### src/rtl/gwt_pkg.sv
// Shared types and constants for the grouped watcher table.
// No dependencies.
package gwt_pkg;
    localparam int unsigned MAX_WATCHERS = 16;
    localparam int unsigned ID_BITS      = 16;
    localparam int unsigned SLOT_BITS    = $clog2(MAX_WATCHERS);
    localparam int unsigned CNT_BITS     = $clog2(MAX_WATCHERS + 1);

    localparam logic [1:0] REQ_ACTIVATE = 2'd0;
    localparam logic [1:0] REQ_ESTABLISH = 2'd1;
    localparam logic [1:0] REQ_DESTROY  = 2'd2;
    localparam logic [1:0] REQ_QUERY    = 2'd3;

    localparam logic [1:0] ST_OK        = 2'd0;
    localparam logic [1:0] ST_FULL      = 2'd1;
    localparam logic [1:0] ST_DUPLICATE = 2'd2;

    typedef struct packed {
        logic       exec;
        logic [1:0] req;
    } gwt_cmd_t;

    typedef struct packed {
        logic hit;
    } gwt_stat_t;
endpackage

### src/rtl/gwt_ctrl.sv
// Controller: handshake state machine for the grouped watcher table.
// Depends on gwt_pkg.
module gwt_ctrl import gwt_pkg::*; (
    input  logic       aclk,
    input  logic       aresetn,
    input  logic       s_valid,
    output logic       s_ready,
    input  logic [1:0] s_req_type,
    output logic       m_valid,
    input  logic       m_ready,
    output gwt_cmd_t   cmd
);
    localparam logic ST_IDLE = 1'b0;
    localparam logic ST_HOLD = 1'b1;

    logic state_reg, state_next;

    // take a word when output slot is free or being drained
    assign s_ready   = (state_reg == ST_IDLE) || m_ready;
    assign m_valid   = (state_reg == ST_HOLD);
    assign cmd.exec  = s_valid && s_ready;
    assign cmd.req   = s_req_type;

    always_comb begin
        state_next = state_reg;
        case (state_reg)
            ST_IDLE: if (cmd.exec) state_next = ST_HOLD;
            ST_HOLD: if (m_ready && !cmd.exec) state_next = ST_IDLE;
            default: state_next = ST_IDLE;
        endcase
    end

    always_ff @(posedge aclk) begin
        if (!aresetn) state_reg <= ST_IDLE;
        else          state_reg <= state_next;
    end
endmodule

### src/rtl/gwt_datapath.sv
// Datapath: slot table, group counters and result register.
// Depends on gwt_pkg.
module gwt_datapath import gwt_pkg::*; (
    input  logic                aclk,
    input  logic                aresetn,
    input  gwt_cmd_t            cmd,
    input  logic [15:0]         s_watcher_id,
    output gwt_stat_t           stat,
    output logic                m_is_active,
    output logic [3:0]          m_group_position,
    output logic [4:0]          m_groups_in_use,
    output logic [4:0]          m_groups_allowed,
    output logic [1:0]          m_status
);
    logic [MAX_WATCHERS-1:0] valid_reg, valid_next;
    logic [ID_BITS-1:0]      id_reg [MAX_WATCHERS];
    logic [SLOT_BITS-1:0]    grp_reg [MAX_WATCHERS], grp_next [MAX_WATCHERS];
    logic [CNT_BITS-1:0]     total_reg, total_next, allow_reg, allow_next;
    logic                    pend_reg, pend_next;
    logic [ID_BITS-1:0]      id;
    logic [MAX_WATCHERS-1:0] match, free;
    logic [SLOT_BITS-1:0]    hit_slot, free_slot, new_grp, dgrp;
    logic                    hit, any_free, still_used, wr;
    logic [1:0]              st;
    logic                    o_act;
    logic [SLOT_BITS-1:0]    o_pos;

    assign id = s_watcher_id[ID_BITS-1:0];
    assign stat.hit = hit;

    always_comb begin
        hit_slot = '0; free_slot = '0; hit = 1'b0; any_free = 1'b0;
        for (int i = MAX_WATCHERS - 1; i >= 0; i--) begin
            match[i] = valid_reg[i] && id_reg[i] == id;
            free[i]  = !valid_reg[i];
            if (match[i]) begin hit = 1'b1; hit_slot = SLOT_BITS'(i); end
            if (free[i]) begin any_free = 1'b1; free_slot = SLOT_BITS'(i); end
        end
    end

    always_comb begin
        valid_next = valid_reg; grp_next = grp_reg;
        total_next = total_reg; allow_next = allow_reg; pend_next = pend_reg;
        st = ST_OK; wr = 1'b0; new_grp = '0; still_used = 1'b0;
        dgrp = grp_reg[hit_slot];
        o_act = 1'b0; o_pos = '0;
        case (cmd.req)
            REQ_ACTIVATE: begin
                if (pend_reg && allow_reg < CNT_BITS'(MAX_WATCHERS))
                    allow_next = allow_reg + 1'b1;
                pend_next = 1'b0;
                o_act = hit;
                if (hit) o_pos = dgrp;
            end
            REQ_ESTABLISH: begin
                if (hit) begin
                    st = ST_DUPLICATE; o_act = 1'b1; o_pos = dgrp;
                end else if (!any_free) begin
                    st = ST_FULL;
                end else begin
                    if (total_reg < allow_reg) begin
                        new_grp = SLOT_BITS'(total_reg);
                        total_next = total_reg + 1'b1;
                    end else if (total_reg != '0) begin
                        new_grp = SLOT_BITS'(total_reg - 1'b1);
                    end
                    wr = 1'b1;
                    valid_next[free_slot] = 1'b1;
                    grp_next[free_slot] = new_grp;
                    pend_next = 1'b1;
                    o_act = 1'b1; o_pos = new_grp;
                end
            end
            REQ_DESTROY: begin
                if (hit) begin
                    valid_next[hit_slot] = 1'b0;
                    for (int i = 0; i < MAX_WATCHERS; i++)
                        if (valid_reg[i] && !match[i] && grp_reg[i] == dgrp)
                            still_used = 1'b1;
                    if (!still_used) begin
                        for (int i = 0; i < MAX_WATCHERS; i++)
                            if (valid_reg[i] && grp_reg[i] > dgrp)
                                grp_next[i] = grp_reg[i] - 1'b1;
                        if (total_reg != '0) total_next = total_reg - 1'b1;
                    end
                end
            end
            default: begin
                o_act = hit;
                if (hit) o_pos = dgrp;
            end
        endcase
    end

    always_ff @(posedge aclk) begin
        if (!aresetn) begin
            valid_reg <= '0; total_reg <= '0;
            allow_reg <= CNT_BITS'(1); pend_reg <= 1'b1;
        end else if (cmd.exec) begin
            valid_reg <= valid_next; total_reg <= total_next;
            allow_reg <= allow_next; pend_reg <= pend_next;
        end
    end

    always_ff @(posedge aclk) begin
        if (cmd.exec) begin
            grp_reg <= grp_next;
            if (wr) id_reg[free_slot] <= id;
            m_is_active      <= o_act;
            m_group_position <= 4'(o_pos);
            m_groups_in_use  <= 5'(total_next);
            m_groups_allowed <= 5'(allow_next);
            m_status         <= st;
        end
    end
endmodule

### src/rtl/grouped_watcher_table_unit.sv
// Top level of the grouped watcher table.
// Depends on gwt_pkg, gwt_ctrl, gwt_datapath.
//
//  channel | ports                                  | direction
//  input   | s_valid s_ready s_req_type s_watcher_id | in
//  result  | m_valid m_ready m_is_active ...         | out
//
// For each word, all 16 slots are compared and renumbered in parallel, and
// the result lands in the output register at the accept edge. A new word
// is taken in the cycle the held result drains, so one word per cycle is
// sustained unless a stalled result holds and blocks input. Reset empties
// the table, groups to zero, allowance to one and arms the pending flag.
module grouped_watcher_table_unit import gwt_pkg::*; (
    input  logic        aclk,
    input  logic        aresetn,
    input  logic        s_valid,
    output logic        s_ready,
    input  logic [1:0]  s_req_type,
    input  logic [15:0] s_watcher_id,
    output logic        m_valid,
    input  logic        m_ready,
    output logic        m_is_active,
    output logic [3:0]  m_group_position,
    output logic [4:0]  m_groups_in_use,
    output logic [4:0]  m_groups_allowed,
    output logic [1:0]  m_status
);
    gwt_cmd_t  cmd;
    gwt_stat_t stat;

    // sequence words through the output register
    gwt_ctrl u_ctrl (
        .aclk, .aresetn, .s_valid, .s_ready, .s_req_type,
        .m_valid, .m_ready, .cmd
    );

    // lookup, update and register the result
    gwt_datapath u_dp (
        .aclk, .aresetn, .cmd, .s_watcher_id, .stat,
        .m_is_active, .m_group_position, .m_groups_in_use,
        .m_groups_allowed, .m_status
    );
endmodule

### config.mk
export PLATFORM = sky130hd
export DESIGN_NAME = grouped_watcher_table_unit
export DESIGN_NICKNAME = d
export VERILOG_FILES = /design/src/rtl/gwt_pkg.sv /design/src/rtl/gwt_ctrl.sv /design/src/rtl/gwt_datapath.sv /design/src/rtl/grouped_watcher_table_unit.sv
export SDC_FILE = /design/constraint.sdc
export NUM_CORES = 1
export LEC_CHECK = 0
export BUFFER_PORTS_ARGS = -buffer_cell sky130_fd_sc_hd__buf_2
export CAP_MARGIN = 20
export CORE_ASPECT_RATIO = 1.75
export CORE_MARGIN = 2
export CORE_UTILIZATION = 30
export DETAILED_ROUTE_END_ITERATION = 10
export GPL_TIMING_DRIVEN = 1
export SYNTH_ARGS = -nofsm -noshare
export SYNTH_HDL_FRONTEND = slang
export SYNTH_SLANG_ARGS = --single-unit
### constraint.sdc
create_clock -name aclk -period 14.2 [get_ports aclk]
set_input_delay 2.84 -clock aclk [delete_from_list [all_inputs] [get_ports aclk]]
set_output_delay 2.84 -clock aclk [all_outputs]
set_load 0.1 [all_outputs]
# [Word level (Yosys, flattened, before mapping)]
# Memories as Yosys holds them, arrays and structs flattened.
# Cells that the tools add are included.
[totals] inputBits=22 output_inout_bits=19 n_memories=1 wordCells=395 ramBits=256 regBits=109
[classes] n_addsub=19 mux=151 n_eq_ne=54 n_reduce_logical=111 magnitude_cmp=25 bitwise_logic=7
[mem_list] memory="u_dp.id_reg" depth=16 word_bits=16 rd=16 rd_clocked_by_memory_dff=0 write_ports=1 line="gwt_datapath.sv:16" source="logic [ID_BITS-1:0] id_reg [MAX_WATCHERS];"
[ops] op="$eq 16x16->1" n=16
[ops] op="$mux 64" n=4
[ops] op="$mux 4" n=59
[ops] op="$pmux 64 s2" n=1
[ops] op="$reduce_and 7->1" n=16
[ops] op="$logic_and 1x1->1" n=70
[ops] op="$bwmux 64" n=1
[ops] op="$eq 4x4->1" n=16
[ops] op="$gt 4x4->1" n=16
[ops] op="$mux 1" n=64
[ops] op="$sub 4x1->4 const B" n=16
[ops] op="$mux 16" n=3
[ops] op="$mux 5" n=8
[ops] op="$ne 2x1->1 const B" n=17
[ops] op="$pmux 16 s2" n=1
[ops] op="$logic_not 1->1" n=17
[ops] op="$and 16x16->16" n=1
[ops] op="$bmux 4 s4" n=1
[ops] op="$demux 4 s4" n=1
[ops] op="$not 16->16" n=1
[ops] op="$or 16x16->16" n=1
[ops] op="$add 5x1->5 const B" n=2
[ops] op="$ge 5x5->1 const B" n=2
[ops] op="$lt 4x5->1 const B" n=2
[ops] op="22 further kinds" n=31

# [Longest topological paths before layout]
# An unclocked memory read counts as a cell.
[logic_depth] word_depth=46 ltp_mapped=24 depth_no_buf=21

# [By module]
# From an unflattened synthesis, not the netlist that was laid out.
[unflattened] cells_unflattened=1540 hier_area_um2=19427.4
[by_module_without_submodules] module="gwt_datapath" seq_area_each_um2=10660.2 cells_each=1533 area_per_inst_um2=19354.8 n_inst=1
[by_module_without_submodules] module="gwt_ctrl" seq_area_each_um2=20.0 cells_each=7 area_per_inst_um2=72.6 n_inst=1

# [Worst setup path before layout]
# Ideal clock, no wire load.
[synth_path] path_type="input-to-reg" start="in s_watcher_id[12]" end="reg u_dp.grp_reg[16] in the netlist's numbering (enable)" path_slack_ps=6093 path_stages=22 t_arrival_ps=7778 n_path_buf=4 cell_sequence="buf_2 -> buf_6 -> xnor2_1 -> nand4_1 -> nor4_1 -> a22oi_1 -> nand4_1 -> nand2b_1 -> clkbuf_1 -> o22ai_1 -> a22o_1 -> a211oi_1 -> o2111ai_1 -> ha_1 -> and4_1 -> nand2_1 -> o22ai_1 -> nor4_1 -> o211ai_1 -> clkbuf_1 -> o32a_1 -> nor2_1"
[synth_via] elab_chain_len=44 word_cells_on_any_way=157 cone_classes="order compare: 1; eq/ne: 36; mux: 53; bitwise: 1; reduce/logical: 66"
[synth_rtl] item="from (decl)" line="grouped_watcher_table_unit.sv:19" source="input logic [15:0] s_watcher_id,"
[synth_rtl] item="$eq 16x16->1" line="gwt_datapath.sv:34" source="match[i] = valid_reg[i] && id_reg[i] == id;"
[synth_rtl] item="$logic_and 1x1->1" line="gwt_datapath.sv:34"
[synth_rtl] item="$mux 4 (16 in a row)" line="gwt_datapath.sv:36" source="if (match[i]) begin hit = 1'b1; hit_slot = SLOT_BITS'(i); end"
[synth_rtl] item="$not 4->5 (not written as such)" line="gwt_datapath.sv:45" source="dgrp = grp_reg[hit_slot];"
[synth_rtl] item="$bmux 4 s4" line="gwt_datapath.sv:45"
[synth_rtl] item="$mux 4 (not written as such) (2 in a row)" line="gwt_datapath.sv:45"
[synth_rtl] item="$eq 4x4->1" line="gwt_datapath.sv:78" source="if (valid_reg[i] && !match[i] && grp_reg[i] == dgrp)"
[synth_rtl] item="$logic_and 1x1->1" line="gwt_datapath.sv:78"
[synth_rtl] item="$mux 1 (16 in a row)" line="gwt_datapath.sv:78"
[synth_rtl] item="$mux 1" line="gwt_datapath.sv:75" source="if (hit) begin"
[synth_rtl] item="$mux 1" line="gwt_datapath.sv:47" source="case (cmd.req)"
[synth_rtl] item="$ne 2x2->1 (no line)"
[synth_rtl] item="$reduce_and 7->1 (no line) *"
[synth_rtl] item="to (signal assigned)" line="gwt_datapath.sv:107" source="grp_reg <= grp_next;"
[synth_rtl] item="to (decl)" line="gwt_datapath.sv:17" source="logic [SLOT_BITS-1:0] grp_reg [MAX_WATCHERS], grp_next [MAX_WATCHERS];"
# Mark *: on every way between the ends. The rest lies on a longest branch, timed or not. The select of a mux whose other input is x is not followed.
# A chain may end at the register's enable or synchronous reset.

# [Worst setup path in the final report]
[layout_path] start="in s_watcher_id[6]" end="reg u_dp.grp_reg[58] in the netlist's numbering (enable)"
# Same word-level chain as after synthesis.

==> run summary <==
Setup crit end -> u_dp.grp_reg[58]
min-delay worst type -> register to register
# DRC -> 0
Final Skew -> 20.1 ps
reg-to-reg setup timing slack -> 6220 ps
Final min period -> 10600 ps
area leader, netlist -> edfxtp_1
P_leak -> 7.02 nW
CTS H-tree lvls -> 2
Worst Path Max Fanout -> 32
post-synth cell types -> 77
Avg Cell Area, Syn -> 12.3 um2
# Max-Cap Violations -> 0
vias in the first global route -> 13401
pre-CTS setup slack -> 3230 ps
fin util -> 33.7%
Tcrit/Tclk final -> 74.7%
die height -> 341 um
Post-DRT Antenna Nets -> 0
nets -> 1734
Mapped Nets -> 1696
Worst-Skew Late Latency -> 570 ps
worst path bufs/invs -> 3
Final WS setup -> 3600 ps
final hold vios -> 0
vias per cell -> 5.31
Crit. path cell count -> 21
status -> completed
FF+latch count, synth -> 365
post-synthesis instance area -> 19400 um2
Detailed Routing Iterations Pass 1 -> 6
Rel. slew slack -> 6.21%
drt initial violations -> 832
row count -> 123
startpoint types -> input port
top cell type's share of synthesized area -> 52.0%
Crit-path slowest cell -> a221oi_2
crit path from -> s_watcher_id[6]
layout cell share with drive strength beyond 1 -> 9.63%
Async SR Flop Fraction -> 0%
WL final -> 52.6 mm
largest net degree at the start of global routing -> 75
final setup fails -> 0
hold buffers post-CTS -> 0
Tot Pwr -> 2.35 mW
maximum VDD drop -> 117 uV
commonest non-fill, non-tap cell in the layout -> edfxtp_1
CTS tree -> done
Worst R2R Start -> u_dp.id_reg[3][9]
Final HPWL DP -> 36.5 mm
diodes inserted -> 0
Chip Width -> 196 um
Yosys warning total -> 0
initial core utilization -> 30.3%
PostCTS Resize Cnt -> 0
fill count -> 6297
synthesized instance count -> 1583
Core Area -> 64200 um2
Reg clk slew, reported paths -> 60 ps
Max stage delay on crit path -> 1160 ps
Pwr Density -> 109 nW/um2
Worst R2R End -> u_dp.grp_reg[58]
GP Congestion -> 0.978
number of port buffers -> 40
CTS buffer count -> 39
CTS Sinks -> 365
Via Count -> 13084
cell family with most CP delay -> simple AND/OR/NAND/NOR gates
first-pass GRT wire length -> 79.4 mm
initial antenna violation count -> 0
crit-path cells -> buf_2 -> xnor2_1 -> nand4_1 -> nor4_1 -> nand2_1 -> o211a_1 -> a221oi_2 -> mux2i_1 -> a22oi_1 -> nand4_1 -> nor2_1 -> buf_4 -> ha_1 -> and4_1 -> nand2_1 -> o22ai_1 -> nor4_1 -> o211ai_1 -> a21oi_1 -> buf_6 -> and2_1
critical path arrival -> 10870 ps
number of synthesized flops with an enable pin -> 337
RSZ-0062 raised after global routing -> no
most frequent cells in the layout -> 337 x edfxtp_1, 275 x xnor2_1, 91 x ha_1
GR Util All Layers -> 15.5%
Ports -> 41
worst-margin pin slew -> 1410 ps
max-slew violations -> 0
FMAX -> 94.3 MHz
setup bufs post-CTS -> 0
CTS root buf -> clkbuf_16
top post-synthesis cells by area -> edfxtp_1 52%, xnor2_1 12%, ha_1 5.9%
Setup TNS -> 0 ps
synth-to-layout area growth -> 11.2%
placed cell area -> 20400 um2
Crit. End Element -> register
sequential-to-total area share from yosys stat -> 54.9%
depth of the most critical reg-to-reg path -> 20
Largest register FFs -> 256
post-route cell area -> 21600 um2
Synth Flop Type -> edfxtp_1
Die Area -> 67000 um2
WL/cell -> 21.4 um
type of the worst setup path -> input port to register
Crit path required time -> 14460 ps
clk buf depth -> 3
GRT Residual Overflow -> 0
## kinds of logic (layout without fill, tap and decap cells)
kind of cell             after synthesis  in the layout  synth area share (%)
XOR/XNOR                             293            293                  13.3
multiplexers                          18             18                 0.933
adder cells (fa/ha/maj)               91             91                  5.85
AO/OA/AOI/OAI                        269            269                  9.38
AND/OR/NAND/NOR                      413            413                  11.8
flip-flops                           365            365                  54.9
buffers and inverters                134            202                  3.82
## synthesized netlist by cell type, drive strengths merged (15+ instances only)
master / number
o21ai: 47
edfxtp: 337
dfxtp: 28
ha: 91
nand3: 28
nand2: 70
inv: 58
o22ai: 80
nor4: 29
nand2b: 28
xor2: 16
and2: 15
buf: 35
a22oi: 17
nor2b: 18
xnor2: 277
nor3: 26
clkbuf: 41
and4: 19
nor2: 71
mux2i: 17
nand4: 74
a21oi: 42
## power breakdown
part           internal (mW)  switching [mW]
sequential              1.18         0.00547
combinational         0.0569           0.137
clock                  0.551           0.421
total                   1.79           0.564
## layer usage
metal	vias to the layer above	track usage [%]	share of wire (%)
li1	6005	-	-
met1	6462	16.9	38
met3	176	2.55	4.8
met2	441	27.9	51
met5	-	0	0
met4	0	9.69	6.6
## tightest hold or removal path, cell delays in order (launching register included)
cell	delay [ps]
dfxtp_1	310
nand2b_1	100
a21oi_1	70
## how the worst min path moves through the flow
stage | startpoint | endpoint | slack [ps] | cells after the start
after floorplan | u_dp.allow_reg[1] | u_dp.allow_reg[1] | 480 | 2
after global placement | u_ctrl.m_valid | u_ctrl.m_valid | 510 | 2
after detailed placement | u_ctrl.m_valid | u_ctrl.m_valid | 520 | 2
after CTS | u_ctrl.m_valid | u_ctrl.m_valid | 530 | 2
after global routing | u_ctrl.m_valid | u_ctrl.m_valid | 570 | 2
final | u_ctrl.m_valid | u_ctrl.m_valid | 520 | 2
## final cells by class
cell class / count / area, um2 / share of cell area [%]
clock buffer: 52 / 1070 / 4.93
clock inverter: 19 / 150 / 0.694
inverter: 58 / 218 / 1.01
multi-input combinational: 1084 / 8050 / 37.2
sequential: 365 / 10700 / 49.4
tap: 812 / 1020 / 4.70
timing repair buffer: 73 / 455 / 2.11
## metrics by stage
stage / std cells / hold slack, ps
floorplan: 1583 / 483
global placement: 2390 / 507
detailed placement: 2392 / 521
CTS: 2463 / 530
global route: 2463 / 572
finish: 2463 / 523
(Power assumes the default switching activity.)
